===== config.mk =====
export PLATFORM = sky130hd
export DESIGN_NAME = gregorian_date_arithmetic_core_flat
export DESIGN_NICKNAME = d
export VERILOG_FILES = /design/src/rtl/gda_pkg.sv /design/src/rtl/gda_if.sv /design/src/rtl/gregorian_date_arithmetic_core.sv /design/src/rtl/gda_ctrl.sv /design/src/rtl/gda_dp.sv /design/src/flat_wrapper.sv
export SDC_FILE = /design/constraint.sdc
export NUM_CORES = 2
export LEC_CHECK = 0
export ABC_AREA = 0
export CAP_MARGIN = 20
export CORE_MARGIN = 3
export CORE_UTILIZATION = 60
export DETAILED_ROUTE_END_ITERATION = 16
export DONT_BUFFER_PORTS = 1
export MAX_ROUTING_LAYER = met4
export PLACE_DENSITY = 0.76
export SKIP_LAST_GASP = 1
export SYNTH_ARGS = -nofsm -noshare
export SYNTH_HDL_FRONTEND = slang
export SYNTH_SLANG_ARGS = --single-unit

===== constraint.sdc =====
create_clock -name clk -period 38.3 [get_ports clk]
set_input_delay 11.49 -clock clk [delete_from_list [all_inputs] [get_ports clk]]
set_output_delay 11.49 -clock clk [all_outputs]
set_load 0.01 [all_outputs]

===== src/rtl/gda_pkg.sv =====
// ----------------------------------------------------------------------------
// gda_pkg
// Shared types, codes and calendar helpers for the date arithmetic core.
// ----------------------------------------------------------------------------
`default_nettype none

package gda_pkg;

  typedef enum logic [2:0] {
    OP_NEXT_DAY = 3'd0,
    OP_PREV_DAY = 3'd1,
    OP_WEEK     = 3'd2,
    OP_ANNIV    = 3'd3,
    OP_DURATION = 3'd4
  } op_t;

  typedef enum logic [2:0] {
    ST_IDLE  = 3'd0,
    ST_WALK  = 3'd2,
    ST_YEAR  = 3'd3,
    ST_FIN   = 3'd4,
    ST_OUT   = 3'd5
  } state_t;

  typedef struct packed {
    logic [2:0]  op;
    logic [4:0]  first_day;
    logic [3:0]  first_month;
    logic [15:0] first_year;
    logic [4:0]  second_day;
    logic [3:0]  second_month;
    logic [15:0] second_year;
  } in_item_t;

  typedef struct packed {
    logic [4:0]  out_day;
    logic [3:0]  out_month;
    logic [15:0] out_year;
    logic [24:0] count;
  } out_item_t;

  // controller -> datapath
  typedef struct packed {
    logic load;
    logic walk;
    logic year;
    logic fin;
  } dp_cmd_t;

  // datapath -> controller
  typedef struct packed {
    logic walk_done;
  } dp_sts_t;

  localparam int unsigned WalkSteps = 12;

  // floor(x / 25) by reciprocal multiply, exact for any 16-bit x
  function automatic logic [11:0] div25(input logic [15:0] x);
    logic [32:0] p;
    begin
      p     = 33'(x) * 33'd83887;
      div25 = p[32:21];
    end
  endfunction

  // divisible by 100 = divisible by 4 and 25; by 400 = by 16 and 25
  function automatic logic is_leap(input logic [15:0] y);
    logic [11:0] q;
    logic        d25;
    begin
      q       = div25(y);
      d25     = (({4'd0, q} * 16'd25) == y);
      is_leap = (y[1:0] == 2'b00) && (!d25 || (y[3:0] == 4'd0));
    end
  endfunction

  function automatic logic [4:0] days_in(input logic [3:0] m, input logic leap);
    begin
      case (m)
        4'd2:                         days_in = leap ? 5'd29 : 5'd28;
        4'd4, 4'd6, 4'd9, 4'd11:      days_in = 5'd30;
        default:                      days_in = 5'd31;
      endcase
    end
  endfunction

  function automatic logic [3:0] fix_month(input logic [3:0] m);
    begin
      if (m == 4'd0) fix_month = 4'd1;
      else if (m > 4'd12) fix_month = 4'd12;
      else fix_month = m;
    end
  endfunction

  function automatic logic [4:0] fix_day(input logic [4:0] d, input logic [3:0] m,
                                         input logic leap);
    logic [4:0] lim;
    begin
      lim = days_in(m, leap);
      if (d == 5'd0) fix_day = 5'd1;
      else if (d > lim) fix_day = lim;
      else fix_day = d;
    end
  endfunction

endpackage

`default_nettype wire


===== src/rtl/gda_if.sv =====
// ----------------------------------------------------------------------------
// gda_in_if / gda_out_if
// Valid/ready channels carrying input and result items.
// ----------------------------------------------------------------------------
`default_nettype none

interface gda_in_if;
  logic             valid;
  logic             ready;
  gda_pkg::in_item_t data;
  modport source (output valid, output data, input ready);
  modport sink   (input valid, input data, output ready);
endinterface

interface gda_out_if;
  logic              valid;
  logic              ready;
  gda_pkg::out_item_t data;
  modport source (output valid, output data, input ready);
  modport sink   (input valid, input data, output ready);
endinterface

`default_nettype wire


===== src/rtl/gregorian_date_arithmetic_core.sv =====
// ----------------------------------------------------------------------------
// gregorian_date_arithmetic_core
// Gregorian date unit: next/previous day, week number, days to anniversary,
// day distance.
// ----------------------------------------------------------------------------
// Sequence: the item is loaded at the accepting edge, then runs through the
// month walk, the year span and the finish; the result is then held until taken.
// One item at a time: no new item is accepted while one is in flight or its
// result is pending.
// Reset: synchronous active-low rst_n returns the sequencer to idle.
`default_nettype none

module gregorian_date_arithmetic_core (
  input wire logic  clk,
  input wire logic  rst_n,
  gda_in_if.sink    in_ch,
  gda_out_if.source out_ch
);

  gda_pkg::dp_cmd_t cmd;
  gda_pkg::dp_sts_t sts;

  gda_ctrl u_ctrl (
    .clk       (clk),
    .rst_n     (rst_n),
    .in_valid  (in_ch.valid),
    .in_ready  (in_ch.ready),
    .out_valid (out_ch.valid),
    .out_ready (out_ch.ready),
    .cmd       (cmd),
    .sts       (sts)
  );

  gda_dp u_dp (
    .clk      (clk),
    .in_data  (in_ch.data),
    .cmd      (cmd),
    .sts      (sts),
    .out_data (out_ch.data)
  );

  a_one_cmd: assert property (@(posedge clk) disable iff (!rst_n)
    $countones({cmd.load, cmd.walk, cmd.year, cmd.fin}) <= 1)
    else $error("more than one datapath command");

  a_no_accept_busy: assert property (@(posedge clk) disable iff (!rst_n)
    out_ch.valid |-> !in_ch.ready)
    else $error("input taken while result pending");

  a_fin_then_out: assert property (@(posedge clk) disable iff (!rst_n)
    cmd.fin |=> out_ch.valid)
    else $error("result not presented after finish");

endmodule

`default_nettype wire


===== src/rtl/gda_ctrl.sv =====
// ----------------------------------------------------------------------------
// gda_ctrl
// Sequencer: load on accept, month walk, year-span step, finish, hold result.
// ----------------------------------------------------------------------------
`default_nettype none

module gda_ctrl (
  input  wire logic             clk,
  input  wire logic             rst_n,
  input  wire logic             in_valid,
  output logic                  in_ready,
  output logic                  out_valid,
  input  wire logic             out_ready,
  output gda_pkg::dp_cmd_t      cmd,
  input  wire gda_pkg::dp_sts_t sts
);

  gda_pkg::state_t state_r, state_nxt;

  always_ff @(posedge clk) begin
    if (!rst_n) state_r <= gda_pkg::ST_IDLE;
    else state_r <= state_nxt;
  end

  always_comb begin
    state_nxt = state_r;
    cmd       = '0;
    in_ready  = 1'b0;
    out_valid = 1'b0;
    case (state_r)
      gda_pkg::ST_IDLE: begin
        in_ready = 1'b1;
        // capture the item at the accepting edge
        if (in_valid) begin
          cmd.load  = 1'b1;
          state_nxt = gda_pkg::ST_WALK;
        end
      end
      gda_pkg::ST_WALK: begin
        cmd.walk = 1'b1;
        if (sts.walk_done) state_nxt = gda_pkg::ST_YEAR;
      end
      gda_pkg::ST_YEAR: begin
        cmd.year  = 1'b1;
        state_nxt = gda_pkg::ST_FIN;
      end
      gda_pkg::ST_FIN: begin
        cmd.fin   = 1'b1;
        state_nxt = gda_pkg::ST_OUT;
      end
      gda_pkg::ST_OUT: begin
        out_valid = 1'b1;
        if (out_ready) state_nxt = gda_pkg::ST_IDLE;
      end
      default: state_nxt = gda_pkg::ST_IDLE;
    endcase
  end

endmodule

`default_nettype wire


===== src/rtl/gda_dp.sv =====
// ----------------------------------------------------------------------------
// gda_dp
// Datapath: normalizes the dates, walks months to accumulate day-of-year
// sums, builds year offsets and forms the result.
// ----------------------------------------------------------------------------
`default_nettype none

module gda_dp (
  input  wire logic              clk,
  input  wire gda_pkg::in_item_t in_data,
  input  wire gda_pkg::dp_cmd_t  cmd,
  output gda_pkg::dp_sts_t       sts,
  output gda_pkg::out_item_t     out_data
);

  logic [2:0]  op_r;
  logic [4:0]  d1_r, d2_r, bd_r;
  logic [3:0]  m1_r, m2_r, bm_r;
  logic [15:0] y1_r, y2_r;
  logic        l1_r, l2_r, ln_r;
  logic [3:0]  mi_r;               // walk month, 1..12
  logic [8:0]  s1_r, s2_r, sb1_r, sbn_r;  // days before month in each walk
  logic [24:0] ys1_r, ys2_r;
  gda_pkg::out_item_t res_r;
  gda_pkg::out_item_t res_nxt;
  logic [24:0] abs1, abs2;

  // load-stage normalization
  logic [15:0] y1_in, y2_in;
  logic        l1_in, l2_in;
  logic [3:0]  m1_in, m2_in;
  always_comb begin
    y1_in = in_data.first_year;
    y2_in = in_data.second_year;
    l1_in = gda_pkg::is_leap(y1_in);
    l2_in = gda_pkg::is_leap(y2_in);
    m1_in = gda_pkg::fix_month(in_data.first_month);
    m2_in = gda_pkg::fix_month(in_data.second_month);
  end

  // year start: 365*y + leaps; /100 and /400 as /4 or /16 then /25
  function automatic logic [24:0] year_start(input logic [15:0] y);
    logic [16:0] y3;
    logic [16:0] y99;
    logic [16:0] y399;
    logic [11:0] c100;
    logic [11:0] c400;
    logic [24:0] lp;
    begin
      y3   = {1'b0, y} + 17'd3;
      y99  = {1'b0, y} + 17'd99;
      y399 = {1'b0, y} + 17'd399;
      c100 = gda_pkg::div25({1'b0, y99[16:2]});
      c400 = gda_pkg::div25({3'd0, y399[16:4]});
      lp   = {10'd0, y3[16:2]} - {13'd0, c100} + {13'd0, c400};
      year_start = 25'(y) * 25'd365 + lp;
    end
  endfunction

  logic walk_last;
  assign walk_last  = (mi_r == 4'(gda_pkg::WalkSteps));
  assign sts.walk_done = walk_last;

  always_comb begin
    res_nxt = '0;
    abs1    = ys1_r + 25'(s1_r) + 25'(d1_r);
    abs2    = ys2_r + 25'(s2_r) + 25'(d2_r);
    case (op_r)
      gda_pkg::OP_NEXT_DAY: begin
        if (d1_r < gda_pkg::days_in(m1_r, l1_r)) begin
          res_nxt.out_day = d1_r + 5'd1; res_nxt.out_month = m1_r;
          res_nxt.out_year = y1_r;
        end else if (m1_r == 4'd12) begin
          res_nxt.out_day = 5'd1; res_nxt.out_month = 4'd1;
          res_nxt.out_year = y1_r + 16'd1;
        end else begin
          res_nxt.out_day = 5'd1; res_nxt.out_month = m1_r + 4'd1;
          res_nxt.out_year = y1_r;
        end
      end
      gda_pkg::OP_PREV_DAY: begin
        if (d1_r > 5'd1) begin
          res_nxt.out_day = d1_r - 5'd1; res_nxt.out_month = m1_r;
          res_nxt.out_year = y1_r;
        end else if (m1_r == 4'd1) begin
          res_nxt.out_day = 5'd31; res_nxt.out_month = 4'd12;
          res_nxt.out_year = y1_r - 16'd1;
        end else begin
          res_nxt.out_month = m1_r - 4'd1;
          res_nxt.out_day   = gda_pkg::days_in(m1_r - 4'd1, l1_r);
          res_nxt.out_year  = y1_r;
        end
      end
      gda_pkg::OP_WEEK: begin
        // (doy-1)/7+1 with doy-1 = s1 + d1 - 1 < 366
        res_nxt.count = 25'((20'(s1_r + 9'(d1_r) - 9'd1) * 20'd293) >> 11) + 25'd1;
      end
      gda_pkg::OP_ANNIV: begin
        if (bm_r > m1_r || (bm_r == m1_r && bd_r > d1_r))
          res_nxt.count = 25'((sb1_r + 9'(bd_r)) - (s1_r + 9'(d1_r)));
        else
          res_nxt.count = 25'((l1_r ? 10'd366 : 10'd365) - 10'(s1_r) - 10'(d1_r)
                              + 10'(sbn_r) + 10'(bd_r));
      end
      gda_pkg::OP_DURATION: begin
        if (abs1 > abs2) res_nxt.count = abs1 - abs2;
        else res_nxt.count = abs2 - abs1;
      end
      default: res_nxt = '0;
    endcase
  end

  always_ff @(posedge clk) begin
    if (cmd.load) begin
      op_r  <= in_data.op;
      y1_r  <= y1_in;
      y2_r  <= y2_in;
      l1_r  <= l1_in;
      l2_r  <= l2_in;
      ln_r  <= gda_pkg::is_leap(y1_in + 16'd1);
      m1_r  <= m1_in;
      m2_r  <= m2_in;
      bm_r  <= m2_in;
      d1_r  <= gda_pkg::fix_day(in_data.first_day, m1_in, l1_in);
      d2_r  <= gda_pkg::fix_day(in_data.second_day, m2_in, l2_in);
      bd_r  <= gda_pkg::fix_day(in_data.second_day, m2_in, 1'b1);
      mi_r  <= 4'd1;
      s1_r  <= '0;
      s2_r  <= '0;
      sb1_r <= '0;
      sbn_r <= '0;
    end else if (cmd.walk && !walk_last) begin
      // one month a cycle: add its length where it lies before the target month
      if (mi_r < m1_r) s1_r  <= s1_r  + 9'(gda_pkg::days_in(mi_r, l1_r));
      if (mi_r < m2_r) s2_r  <= s2_r  + 9'(gda_pkg::days_in(mi_r, l2_r));
      if (mi_r < bm_r) begin
        sb1_r <= sb1_r + 9'(gda_pkg::days_in(mi_r, l1_r));
        sbn_r <= sbn_r + 9'(gda_pkg::days_in(mi_r, ln_r));
      end
      mi_r <= mi_r + 4'd1;
    end
    if (cmd.year) begin
      ys1_r <= year_start(y1_r);
      ys2_r <= year_start(y2_r);
    end
    if (cmd.fin) res_r <= res_nxt;
  end

  assign out_data = res_r;

endmodule

`default_nettype wire

===== src/flat_wrapper.sv =====
// flat-port wrapper written by rule: the top's interface ports become plain ports
module gregorian_date_arithmetic_core_flat 
  (clk, rst_n, in_ch_valid, in_ch_data, in_ch_ready, out_ch_valid, out_ch_data, out_ch_ready);
  gda_in_if in_ch_i ();
  gda_out_if out_ch_i ();
  input wire logic clk;
  input wire logic rst_n;
  input wire logic [$bits(in_ch_i.valid)-1:0] in_ch_valid;
  input wire logic [$bits(in_ch_i.data)-1:0] in_ch_data;
  output wire logic [$bits(in_ch_i.ready)-1:0] in_ch_ready;
  output wire logic [$bits(out_ch_i.valid)-1:0] out_ch_valid;
  output wire logic [$bits(out_ch_i.data)-1:0] out_ch_data;
  input wire logic [$bits(out_ch_i.ready)-1:0] out_ch_ready;
  assign in_ch_i.valid = in_ch_valid;
  assign in_ch_i.data = in_ch_data;
  assign in_ch_ready = in_ch_i.ready;
  assign out_ch_valid = out_ch_i.valid;
  assign out_ch_data = out_ch_i.data;
  assign out_ch_i.ready = out_ch_ready;
  gregorian_date_arithmetic_core u_core (.clk(clk), .rst_n(rst_n), .in_ch(in_ch_i), .out_ch(out_ch_i));
endmodule

== Word-level counts from Yosys, hierarchy flattened ==
Index checks and enable logic that the tools add are counted.

* Memories kept: 0
* Word-level logic and storage cells: 220
* RAM bits: 0
* Input bits: 57
* Bits in latches: 0
* Register bits: 204
* Memory bits (read-only): 0

* Div/mod/pow operators: 0
* Bitwise operators: 0
* Eq/ne operators: 43
* Add/subtract/negate cells: 40
* Reductions and logical operators: 33
* Muxes and demuxes: 56
* $lt $le $gt $ge: 12
* Shifts and indexed selects: 0
* Multipliers: 13

{| class="wikitable"
|+ Operators with widths
! operator !! count
|-
| 2-to-1 mux 25 bit || 4
|-
| multiplier 16 x 17 -> 33 bit (second input constant) || 3
|-
| 2-to-1 mux 5 bit || 19
|-
| one-hot mux 25 bit (3 select lines) || 1
|-
| multiplier 15 x 17 -> 32 bit (second input constant) || 2
|-
| multiplier 13 x 17 -> 30 bit (second input constant) || 2
|-
| adder 25 bit || 2
|-
| adder 25 x 5 -> 25 bit || 2
|-
| adder 25 x 9 -> 25 bit || 2
|-
| multiplier 16 x 9 -> 25 bit (second input constant) || 2
|-
| one-hot mux 25 bit (2 select lines) || 1
|-
| subtractor 25 bit || 2
|-
| == test 16 bit || 3
|-
| == test 4 bit (second input constant) || 12
|-
| multiplier 12 x 5 -> 16 bit (second input constant) || 3
|-
| == test 4 x 3 -> 1 bit (second input constant) || 10
|-
| adder 9 x 5 -> 9 bit || 4
|-
| adder 16 x 10 -> 17 bit || 2
|-
| adder 16 x 2 -> 17 bit (second input constant) || 2
|-
| adder 16 x 7 -> 17 bit (second input constant) || 2
|-
| adder 16 x 9 -> 17 bit (second input constant) || 2
|-
| adder 16 x 1 -> 16 bit (second input constant) || 2
|-
| one-hot mux 2 bit (2 select lines) || 8
|-
| subtractor 15 x 11 -> 16 bit || 2
|-
| 45 further kinds || 103
|}

== Depth between registers and ports, before layout ==
* Depth after elaboration: 11
* Gate-level depth with buffers: 55
* Mapped depth without buffers: 54

== By module ==
Synthesis repeated with hierarchy kept, for this count alone.

* Cell total of the unflattened synthesis: 6334
* Area total of the unflattened synthesis: 60630.6 um^2

{| class="wikitable"
|+ By module, submodules not included
! module !! seq. area each (um^2) !! cells each !! instances !! area each (um^2)
|-
| gda_dp || 5635.4 || 6317 || 1 || 60464.2
|-
| gda_ctrl || 60.1 || 17 || 1 || 166.4
|}

== Worst setup path before layout ==
OpenSTA, ideal clock, no wires.

* Path type: input -> register
* Start point: in in_ch_data[38]
* End point: reg u_core.u_dp.d1_r[0], data pin
* Path slack: 17.294 ns
* Arrival time: 20.740 ns
* Stages: 37
* Data required time: 38.034 ns
* Cell sequence: fa_1 > inv_1 > fa_1 > fa_1 > fa_1 > inv_1 > fa_1 > fa_1 > ha_1 > a21o_1 > a21o_1 > a221oi_1 > a311oi_1 > a31oi_1 > nor3_1 > a2111oi_1 > o21bai_1 > xnor2_1 > ha_1 > inv_1 > ha_1 > ha_1 > ha_1 > xor2_1 > nor2_1 > a2111oi_0 > nand4_1 > a2111oi_0 > nand4_1 > a21boi_0 > o21a_1 > nor2_1 > ha_1 > a21oi_1 > o21ai_0 > a22oi_1 > o31ai_1

* Word-level cells in the longest chain between the ends: 11

{| class="wikitable"
|+ Ends and longest elaborated chain
! element !! line !! source
|-
| start, declared || flat_wrapper.sv:9 || <nowiki>input wire logic [$bits(in_ch_i.data)-1:0] in_ch_data;</nowiki>
|-
| multiplier 16 x 17 -> 33 bit || gda_pkg.sv:61 || <nowiki>p = 33'(x) * 33'd83887;</nowiki>
|-
| multiplier 12 x 5 -> 16 bit || gda_pkg.sv:72 || <nowiki>d25 = (({4'd0, q} * 16'd25) == y);</nowiki>
|-
| == test 16 bit * || gda_pkg.sv:72 ||
|-
| zero test 1 bit * || gda_pkg.sv:73 || <nowiki>is_leap = (y[1:0] == 2'b00) && (!d25 || (y[3:0] == 4'd0));</nowiki>
|-
| logical OR 1 bit * || gda_pkg.sv:73 ||
|-
| logical AND 1 bit * || gda_pkg.sv:73 ||
|-
| 2-to-1 mux 1 bit * || gda_pkg.sv:80 || <nowiki>4'd2: days_in = leap ? 5'd29 : 5'd28;</nowiki>
|-
| one-hot mux 2 bit (2 select lines) * || gda_pkg.sv:79 || <nowiki>case (m)</nowiki>
|-
| 2-to-1 mux 5 bit * || gda_dp.sv:114 || <nowiki>if (cmd.load) begin</nowiki>
|-
| > comparator 5 bit || gda_pkg.sv:101 || <nowiki>else if (d > lim) fix_day = lim;</nowiki>
|-
| 2-to-1 mux 5 bit * || gda_pkg.sv:101 ||
|-
| end signal, assigned || gda_dp.sv:124 || <nowiki>d1_r <= gda_pkg::fix_day(in_data.first_day, m1_in, l1_in);</nowiki>
|-
| end, declared || gda_dp.sv:17 || <nowiki>logic [4:0] d1_r, d2_r, bd_r;</nowiki>
|}

Every way passes the cells marked *; elsewhere a longest branch is shown, timed or not. The select of a mux whose other input is x is not followed.
A chain may end at the register's enable or synchronous reset.

== Worst setup path after layout ==
* Start point: in in_ch_data[35]
* End point: reg u_core.u_dp.d1_r[0], data pin

The elaborated chain is that of the path after synthesis.

==> impl_results.md <==
- FILL cells: 8171
- Core Area: 100300 um^2
- TritonRoute pass-1 iters: 6
- Kind of cell adding the most delay to the critical path: adder cells
- Clock slew at reported path FFs: 0.06 ns
- # IOs: 109
- Crit path from: in_ch_data[35]
- Yosys top cell area share: 0.2792
- Maxcap violations: 0
- # setup viols final: 0
- Post-Syn Area: 60820 um^2
- Worst Reg-to-Reg Cells: 51
- Yosys warnings: 0
- Pin count of the biggest net entering global routing: 65
- Vias: 43808
- # clock sinks: 204
- Hold Path Class: flop to flop
- CP max stage cell: a311oi_1
- Crit. End Element: flop
- Starting DRT DRC Count: 2721
- Layout Skew: 0.02032 ns
- FP Rows: 116
- Final layout net count: 8565
- Layout area overhead: 4.046%
- Ys async rst share: 0
- CTS root buf: clkbuf_16
- IO Port Bufs: 0
- Antenna violations before repair: 3
- Multi-input gate area: 49560 um^2
- WP depth: 37
- Area contributors post-synth: ha_1, fa_1, inv_1
- Worst-Skew Late Latency: 0.60 ns
- Syn_nets: 8606
- Grt total ovfl: 0
- Tmin final: 22.46 ns
- Reg2Reg Setup Slack: 23.69 ns
- Setup TNS: 0 ns
- Global-route wire length before repair: 234900 um
- Antenna viol nets, final: 0
- Detailed Place HPWL: 123100 um
- CTS tree: yes
- Number of unique standard cell types used by synthesis: 95
- R2R Path Start: u_core.u_dp.y2_r[0]
- R2r endpoint: u_core.u_dp.ys2_r[23]
- CTS Buf Count: 26
- Via density per instance: 5.701
- DP Area: 62330 um^2
- Die area: 105200 um^2
- Die height: 324.4 um
- CP dominant cell by count: fa_1
- Hold violation total from the final report: 0
- Synthesized area per cell: 9.581 um^2
- Post-Syn Instances: 6348
- Gr usage total: 0.2812
- Initial Util: 0.6064
- WL final: 141700 um
- Crit path largest cell delay: 0.86 ns
- Post-synthesis sequential area ratio: 0.09364
- # resized after CTS: 0
- Post-synth EDFFs: 161
- RSZ-0062 raised after global routing: no
- Post-CTS Hold Buffers: 0
- Highest Clock Rate: 44.52 MHz
- Vias in the first global route: 45715
- Final instance area: 63280 um^2
- Run status: complete, no violations
- Worst slew margin: 0.2213
- Req. time, crit path: 38.63 ns
- Mean routed wirelength per cell: 18.44 um
- Htree depth: 1
- Area occupied by registers: 5695 um^2
- Clk buf depth: 3
- Area leader, netlist: ha_1
- CP Launch Type: primary input
- Post-synth top flop: edfxtp_1
- Max Slew Vio Count: 0
- CP max FO: 12
- Drc violations: 0
- Ant diodes: 0
- Worst Setup EP: u_core.u_dp.d1_r[0]
- Setup bufs post-CTS: 0
- Worst Max-Slew Pin Slew: 1.165 ns
- GP Congestion: 0.9507
- Share of cells above drive strength 1: 0.02244
- Register bit total from synthesis: 204
- WP buf/inv: 2
- DIE WIDTH: 324.4 um
- Setup CP Type: primary input to flop
- Period Utilization, post-route: 0.5865
- WP data arrival: 22.79 ns
==> kinds of logic (layout without fill, tap and decap cells) <==
kind of cell               Yosys count  after routing  share of synthesized area
and+or+nand+nor                   1055           1055                    0.08525
buffers and inverters             1476           1455                    0.09181
adders and majority gates         2201           2201                     0.5570
xor gates and xnor gates           484            484                    0.06992
DFF                                204            204                    0.09364
muxes                               35             35                   0.005925
AOI/OAI and AO/OA                  893            893                    0.09648
==> routing by layer <==
layer  track usage  vias to the layer above  share of wire
met5             -                        -              0
met4       0.05747                        0          0.023
met1        0.3783                    21493           0.44
li1              -                    20928              -
met2        0.4645                     1200           0.47
met3       0.02893                      187          0.059
==> tightest hold or removal path: stages (launching register included) <==
cell and delay (ns):
dfxtp_1 0.34, xor2_1 0.07, nor2_1 0.07
==> cell usage after synthesis, drive strengths merged, types with 11 or more instances <==
| cell type | number |
|---|---|
| a2111oi | 17 |
| inv | 1379 |
| o21a | 44 |
| and3 | 41 |
| or3 | 19 |
| nor2 | 306 |
| nor3 | 94 |
| ha | 1357 |
| nor2b | 44 |
| o21ai | 171 |
| xor2 | 142 |
| nand3 | 110 |
| edfxtp | 161 |
| o21bai | 39 |
| xnor2 | 341 |
| a21o | 109 |
| fa | 844 |
| and4 | 11 |
| nor4 | 32 |
| a31oi | 31 |
| a211o | 13 |
| mux2i | 27 |
| a21boi | 18 |
| nand2 | 210 |
| or2 | 34 |
| clkbuf | 65 |
| o22ai | 17 |
| a211oi | 35 |
| a31o | 12 |
| nand4 | 62 |
| and2 | 20 |
| a21oi | 246 |
| dfxtp | 43 |
| buf | 31 |
| o211ai | 20 |
| nand2b | 31 |
==> cell usage in the layout (no fill, tap or decap), types with 11 or more instances in the layout <==
cell type | netlist | final
and3_1 | 41 | 41
a21oi_1 | 246 | 246
nand4_1 | 61 | 61
and4_1 | 11 | 11
a21o_1 | 109 | 109
nor2b_1 | 44 | 44
o22ai_1 | 17 | 17
a2111oi_0 | 14 | 13
fa_1 | 844 | 844
nor2_1 | 306 | 304
buf_4 | 3 | 27
xor2_1 | 142 | 142
clkbuf_16 | 0 | 26
nor3_1 | 93 | 93
edfxtp_1 | 161 | 161
o21bai_1 | 39 | 39
o21ai_0 | 167 | 167
a31o_2 | 11 | 11
a31oi_1 | 30 | 30
o211ai_1 | 20 | 20
o21a_1 | 44 | 44
or3_1 | 19 | 19
a21boi_0 | 17 | 17
and2_1 | 19 | 18
nand2_1 | 209 | 209
nor4_1 | 31 | 31
nand3_1 | 109 | 109
nand2b_1 | 31 | 31
inv_1 | 1378 | 1378
or2_2 | 33 | 33
ha_1 | 1357 | 1357
dfxtp_1 | 43 | 43
a211oi_1 | 35 | 35
mux2i_1 | 27 | 27
xnor2_1 | 341 | 341
a211o_1 | 12 | 12
==> stage by stage <==
stage	std cells	hold slack [ns]	worst slack [ns]	utilization
floorplan	6348	0.4855	17.29	-
global placement	7635	0.5032	15.58	0.6215
detailed placement	7635	0.5079	15.37	0.6215
CTS	7683	0.5258	15.91	0.6309
global route	7684	0.5596	15.22	0.6310
finish	7684	0.5191	15.84	0.6310
==> worst min-delay path by stage <==
stage,end,startpoint,cells past startpoint,slack [ns]
floorplan,u_core.u_dp.s2_r[8],u_core.u_dp.s2_r[8],2,0.49
detailed placement,u_core.u_dp.s2_r[8],u_core.u_dp.s2_r[8],2,0.51
finish,u_core.u_dp.s2_r[8],u_core.u_dp.s2_r[8],2,0.52
CTS,u_core.u_dp.s2_r[8],u_core.u_dp.s2_r[8],2,0.53
global route,u_core.u_dp.s2_r[8],u_core.u_dp.s2_r[8],2,0.56
global placement,u_core.u_dp.s2_r[8],u_core.u_dp.s2_r[8],2,0.50
==> final cells by class <==
| type | instances | share of cell area |
|---|---|---|
| repair buffers | 27 | 0.003203 |
| flip-flops and latches | 204 | 0.09000 |
| multi-input cells | 4668 | 0.7832 |
| inverters | 1380 | 0.08186 |
| clock inverters | 17 | 0.003737 |
| well taps | 1357 | 0.02683 |
| clock buffers | 31 | 0.01121 |
==> registers in the layout, indices dropped and copies added (netlist names), 3 cells and up <==
register,count
u_core.u_dp.s2_r,9
u_core.u_dp.out_data,50
u_core.u_dp.m1_r,4
u_core.u_dp.op_r,3
u_core.u_dp.ys2_r,25
u_core.u_dp.y2_r,16
u_core.u_dp.bd_r,5
u_core.u_dp.ys1_r,25
u_core.u_dp.d2_r,5
u_core.u_dp.bm_r,4
u_core.u_dp.mi_r,4
u_core.u_dp.y1_r,16
u_core.u_ctrl.state_r,3
u_core.u_dp.d1_r,5
u_core.u_dp.sb1_r,9
u_core.u_dp.s1_r,9
u_core.u_dp.sbn_r,9
Power is left out: the tool's default activity adds up to more than one toggle a clock period on the data nets, which glitch-free logic cannot reach.
